`config.mk`:
```
export PLATFORM = sky130hd
export DESIGN_NAME = vks_ctrl
export DESIGN_NICKNAME = d
export VERILOG_FILES = /design/src/hw/rtl/vks_pkg.sv /design/src/hw/rtl/vks_ctrl.sv
export SDC_FILE = /design/constraint.sdc
export NUM_CORES = 1
export LEC_CHECK = 0
export BUFFER_PORTS_ARGS = -buffer_cell sky130_fd_sc_hd__clkbuf_2
export CORE_MARGIN = 5
export CORE_UTILIZATION = 36
export DETAILED_ROUTE_END_ITERATION = 6
export GPL_TIMING_DRIVEN = 0
export PLACE_DENSITY_LB_ADDON = 0.2
export SETUP_SLACK_MARGIN = 0.5
export SYNTH_ARGS = -nofsm -noshare
export SYNTH_HDL_FRONTEND = slang
export SYNTH_SLANG_ARGS = --single-unit
```
`constraint.sdc`:
```
create_clock -name clk_i -period 1.95 [get_ports clk_i]
set_input_delay 0.39 -clock clk_i [delete_from_list [all_inputs] [get_ports clk_i]]
set_output_delay 0.39 -clock clk_i [all_outputs]
set_load 0.1 [all_outputs]
```
`src/hw/rtl/vks_pkg.sv`:
```
// ----------------------------------------------------------------------------
// vks_pkg
// Shared types and constants for the velocity key scanner.
// ----------------------------------------------------------------------------
package vks_pkg;

  typedef struct packed {
    logic [6:0]  key_index;
    logic        upper_contact;
    logic        lower_contact;
    logic [31:0] now_time;
  } vks_in_t;

  typedef struct packed {
    logic       event_kind;
    logic [6:0] note_number;
    logic [6:0] velocity;
  } vks_out_t;

  localparam logic EvNoteOn  = 1'b0;
  localparam logic EvNoteOff = 1'b1;

  localparam logic [1:0] PhUp     = 2'd0;
  localparam logic [1:0] PhGoDown = 2'd1;
  localparam logic [1:0] PhDown   = 2'd2;
  localparam logic [1:0] PhGoUp   = 2'd3;

  localparam logic [2:0] RegDebounce = 3'd0;
  localparam logic [2:0] RegPressMin = 3'd1;
  localparam logic [2:0] RegPressMax = 3'd2;
  localparam logic [2:0] RegRelMin   = 3'd3;
  localparam logic [2:0] RegRelMax   = 3'd4;
  localparam logic [2:0] RegBias     = 3'd5;
  localparam logic [2:0] RegNoteBase = 3'd6;

  // Commands from the controller to the datapath.
  typedef struct packed {
    logic load;      // latch the input transfer
    logic rd_issue;  // present key address to the state memory
    logic eval;      // run the contact logic on the read state
    logic div_start; // start the shared divider
    logic mul_step;  // select of the multiply-stage sequence
    logic [2:0] step;
  } vks_cmd_t;

  typedef struct packed {
    logic key_ok;
    logic has_event;
    logic is_on;
    logic div_busy;
    logic special;   // velocity already decided without division
  } vks_sts_t;

endpackage

```
`src/hw/rtl/vks_ctrl.sv`:
```
// ----------------------------------------------------------------------------
// vks_ctrl
// Sequencer: input transfer, state read/update, velocity steps, output.
// ----------------------------------------------------------------------------
module vks_ctrl (
  input  logic              clk_i,
  input  logic              rst_ni,
  input  logic              in_valid_i,
  output logic              in_stall_o,
  output logic              out_valid_o,
  input  logic              out_stall_i,
  output vks_pkg::vks_cmd_t cmd_o,
  input  vks_pkg::vks_sts_t sts_i
);
  import vks_pkg::*;

  typedef enum logic [3:0] {
    StIdle, StRead, StEval, StSetup, StDiv1Go, StDiv1, StXb, StDen,
    StDiv2Go, StDiv2, StFinal, StOut
  } state_e;

  state_e state_q;
  logic   outv_q;

  always_comb begin
    cmd_o = '0;
    cmd_o.load     = (state_q == StIdle) && in_valid_i;
    cmd_o.rd_issue = (state_q == StRead);
    cmd_o.eval     = (state_q == StEval);
    case (state_q)
      StSetup:  begin cmd_o.mul_step = 1'b1; cmd_o.step = 3'd1; end
      StDiv1Go: begin cmd_o.div_start = 1'b1; cmd_o.step = 3'd2; end
      StDiv1:   begin cmd_o.step = 3'd2; cmd_o.mul_step = !sts_i.div_busy; end
      StXb:     begin cmd_o.mul_step = 1'b1; cmd_o.step = 3'd3; end
      StDen:    begin cmd_o.mul_step = 1'b1; cmd_o.step = 3'd4; end
      StDiv2Go: begin cmd_o.div_start = 1'b1; cmd_o.step = 3'd5; end
      StDiv2:   cmd_o.step = 3'd5;
      StFinal:  begin cmd_o.mul_step = 1'b1; cmd_o.step = 3'd6; end
      default:  ;
    endcase
  end

  always_ff @(posedge clk_i or negedge rst_ni) begin
    if (!rst_ni) begin
      state_q <= StIdle;
      outv_q  <= 1'b0;
    end else begin
      case (state_q)
        StIdle:   if (in_valid_i) state_q <= StRead;
        StRead:   state_q <= StEval;
        StEval:   state_q <= StSetup;
        StSetup:  state_q <= sts_i.has_event ? StDiv1Go : StIdle;
        StDiv1Go: state_q <= sts_i.special ? StOut : StDiv1;
        StDiv1: begin
          if (!sts_i.div_busy) state_q <= sts_i.is_on ? StXb : StOut;
        end
        StXb:     state_q <= StDen;
        StDen:    state_q <= StDiv2Go;
        StDiv2Go: state_q <= sts_i.special ? StOut : StDiv2;
        StDiv2:   if (!sts_i.div_busy) state_q <= StFinal;
        StFinal:  state_q <= StOut;
        StOut: begin
          if (!outv_q) outv_q <= 1'b1;
          else if (!out_stall_i) begin
            outv_q  <= 1'b0;
            state_q <= StIdle;
          end
        end
        default:  state_q <= StIdle;
      endcase
    end
  end

  assign in_stall_o  = (state_q != StIdle);
  assign out_valid_o = outv_q;
endmodule

```
Yosys cells after proc, flatten, opt, wreduce, memory -nomap -nowiden
Index checks and enable logic that the tools add are counted.
Word-level totals
  bits of input ports: 9
  output and inout port bits: 10
  word-level logic and storage cells: 42
  bits in registers: 5
Cells by class
  multiplexer cells: 15
  eq/ne operators: 16
  reduce and logical (&&, ||, !) cells: 9
Operator list (count)
  $pmux 4 s12: 1
  $mux 4: 7
  $pmux 3 s6: 1
  $eq 4x3->1 const B: 4
  $eq 4x4->1 const B: 4
  $ne 2x2->1 const B: 5
  $eq 4x2->1 const B: 2
  $reduce_or 2->1: 3
  $reduce_and 5->1: 1
  $eq 4x1->1 const B: 1
  $logic_not 4->1: 1
  $reduce_bool 4->1: 1
  $reduce_or 4->1: 1
  $mux 1: 3
  $mux 3: 1
  $mux 2: 1
  $pmux 1 s2: 1
  $logic_and 1x1->1: 1
  $logic_not 1->1: 1

Depth between registers and ports, before layout
  word-level depth: 3
  mapped depth: 6
  gate-level depth less buffers: 4

Least setup slack after synthesis
No wires, ideal clock.
  path type: register to output
  start point: register state_q[2]
  end point: output cmd_o[4] (netlist name)
  required time: 1.560 ns
  slack: -1.238 ns
  data arrival time: 2.798 ns
  cell stages (with the launch flop): 5
  cell sequence: dfrtp_1 -> buf_6 -> and2b_1 -> nor2_1 -> nor3_1
RTL lines
  from (decl): line vks_ctrl.sv:22  | state_e state_q;
  from (signal assigned): line vks_ctrl.sv:45  | state_q <= StIdle;
  from (signal assigned): line vks_ctrl.sv:49  | StIdle: if (in_valid_i) state_q <= StRead;
  from (signal assigned): line vks_ctrl.sv:50  | StRead: state_q <= StEval;
  to (decl): line vks_ctrl.sv:12  | output vks_pkg::vks_cmd_t cmd_o,

==> impl_metrics.toml <==
[global_route]
first_global_vias = 628
grt_usage_pct = 18.2
globalRouteOverflowTotal = 0
grt_max_degree = 11
antenna_found_initial = 0
grt_pass1_wl_um = 2870

[floorplanning]
io_pins = 19
die_area_mm2 = 0.00233
start_util_pct = 39.0
dieWidth_um = 48.3
die_y_um = 48.3
row_count = 13
coreArea_mm2 = 0.00135

[routing]
first_pass_iters = 4
vias = 678
wl_um = 2160
routed_via_density = 5.79
drt_iter0_drc = 23
drc = 0
wl_per_cell_um = 18.5
antenna_left = 0

[synthesis]
synth_common_cells = "nor2_1, a21oi_1, nand2_1, dfrtp_1, o21ai_0"
ys_types = 32
synth_area_per_cell_um2 = 7.63
synth-edff-count = 0
synthArstFlopShare_pct = 100
yosysTopAreaCell = "dfrtp_1"
synth_top_flop_cell = "dfrtp_1"
yosysMostFrequentCell = "nor2_1"
yosys_warnings = 0
synth_top_area_share_pct = 23.8
synthCells = 69
seq_area_frac_synth_pct = 23.8
synth_area_um2 = 527
synth_area_leaders = "dfrtp_1, a21oi_1, nor2_1"
ys_ff_latch = 5
syn-num-nets = 78

[layout]
nFillCells = 78
utilization_pct = 83.0
num_antenna_cells = 0
fin_cells = 117
area_delta_synth_final_pct = 113
num-nets-final = 112
drive_above_1_share_pct = 66.7
design_area_mm2 = 0.00112

[clock_tree]
cts_made_buffers = 3
clkLatencyLatePin_ns = 0.25
cts_num_sinks = 5
cts_tree = "built"
root_buffer = "clkbuf_4"
cts.clk_slew.worst_paths_ns = 0.05
clk_path_buf_depth = 2
cts_max_level = 1

[sta]
max_freq_mhz = 513
relSlewSlack_pct = 78.8
drv_slew = 0
setup_viol = 0
period_minus_slack_ns = 1.95
rsz0062_at_grt = "true"
fin_skew_ns = 0.00657
hold_violations = 0
period_share_pct = 99.9
tightestPinTransition_ns = 0.314

[setup_path]
setup.worst_path.start_class = "flip-flop"
cp.arrival_ns = 1.56
reg2reg_from = "state_q[2]"
critical_path.max_fanout = 6
r2r_setup_slack_ns = 0.55
reg2reg_depth = 8
cp_slowest_cell = "dfrtp_1"
crit_path_start = "state_q[2]"
crit_chain = "buf_6, buf_12, buf_12, nor2_4, and3_4, clkbuf_16"
required_ns = 1.56
endpoint_kind = "primary output"
path_class = "reg -> out"
crit_top_cell = "buf_12"
cpPeakStageDelay_ns = 0.40

[run_status]
status = "finished, final reports clean"

[place]
gp_congestion = 0.848
portBuffers = 17
dpl_cell_area_um2 = 732
dp_hpwl_um = 1000
place_inst = 101

[job]
cap_violations = 0

[hold_path]
min_path_type = "in -> async"
placed cells by master (no fill, tap or decap), types with 2 or more instances in the layout:
| cell type | instances |
|---|---|
| buf_4 | 9 |
| clkbuf_2 | 7 |
| clkbuf_16 | 7 |
| nand2_1 | 4 |
| buf_12 | 4 |
| nor2_2 | 4 |
| clkbuf_4 | 4 |
| buf_6 | 3 |
| nand2b_4 | 3 |
| nor3_4 | 3 |
| inv_1 | 3 |
| o21ai_0 | 3 |
| a21oi_1 | 3 |
| dfrtp_2 | 3 |
| or2_1 | 2 |
| nor2_1 | 2 |
| a21oi_2 | 2 |
| nand2_4 | 2 |
| o21ai_2 | 2 |
| nand3_1 | 2 |
| nand2b_1 | 2 |
| dfrtp_1 | 2 |
layer usage:
metal	global-route usage (%)	routed length [µm]	vias to the layer above
met5	0	0	-
met1	21.4	888	327
met3	5.90	122	10
met2	30.2	1060	31
li1	-	-	310
met4	7.53	90	0
final timing paths:
check | to
max in group asynchronous | state_q[1]
worst max register to register | state_q[1]
worst min-delay path | state_q[0]
worst max-delay path | cmd_o[7]
min in group clk_i | state_q[0]
worst min register to register | out_valid_o
metrics by stage:
| stage | hold WS (ns) | TNS [ns] | worst slack (ns) |
|---|---|---|---|
| after detailed placement | 0.208 | 0 | 0.0221 |
| after global routing | 0.503 | -0.125 | -0.0526 |
| final | 0.507 | 0 | 0.00185 |
| after global placement | 0.208 | 0 | 0.0260 |
| after floorplan | 0.0944 | 0 | 0.0295 |
| after CTS | 0.494 | 0 | 0.0908 |
timing repair:
item	4_1_cts	5_1_grt
setup buffers	7	3
gates cloned	0	1
setup endpoints to repair	10	10
pin swaps	2	4
hold buffers	1	0
endpoints found under the hold margin	5	0
resized for setup	41	12
cell families (layout without fill, tap and decap cells):
family,count (synthesis),in the layout,share of synthesized area [%]
compound gates,22,22,29.5
simple gates,32,32,33.3
mux,1,1,2.14
xor+xnor,1,1,1.66
flops,5,5,23.8
buf+inv,8,41,9.74
worst max-delay path, delay by kind of cell (launching register included):
family / cells / cell delay [ns]
simple gates: 2 / 0.31
flops: 1 / 0.40
buf+inv: 4 / 0.60
layout make-up:
cell class | count | area, µm² | area share (%)
plain buffers | 5 | 68.8 | 6.14
clock buffers | 4 | 26.3 | 2.34
inverters | 3 | 11.3 | 1.00
multi-input cells | 56 | 507 | 45.2
flip-flops and latches | 5 | 129 | 11.5
repair buffers | 29 | 360 | 32.1
well taps | 15 | 18.8 | 1.67
sequential cells by signal, summed over array words and instances, names as in the netlist:
signal	flops
state_q	4
out_valid_o	1
Power is not shown: default switching activity piles up to over one toggle a cycle in this logic, so the estimate is an artifact.
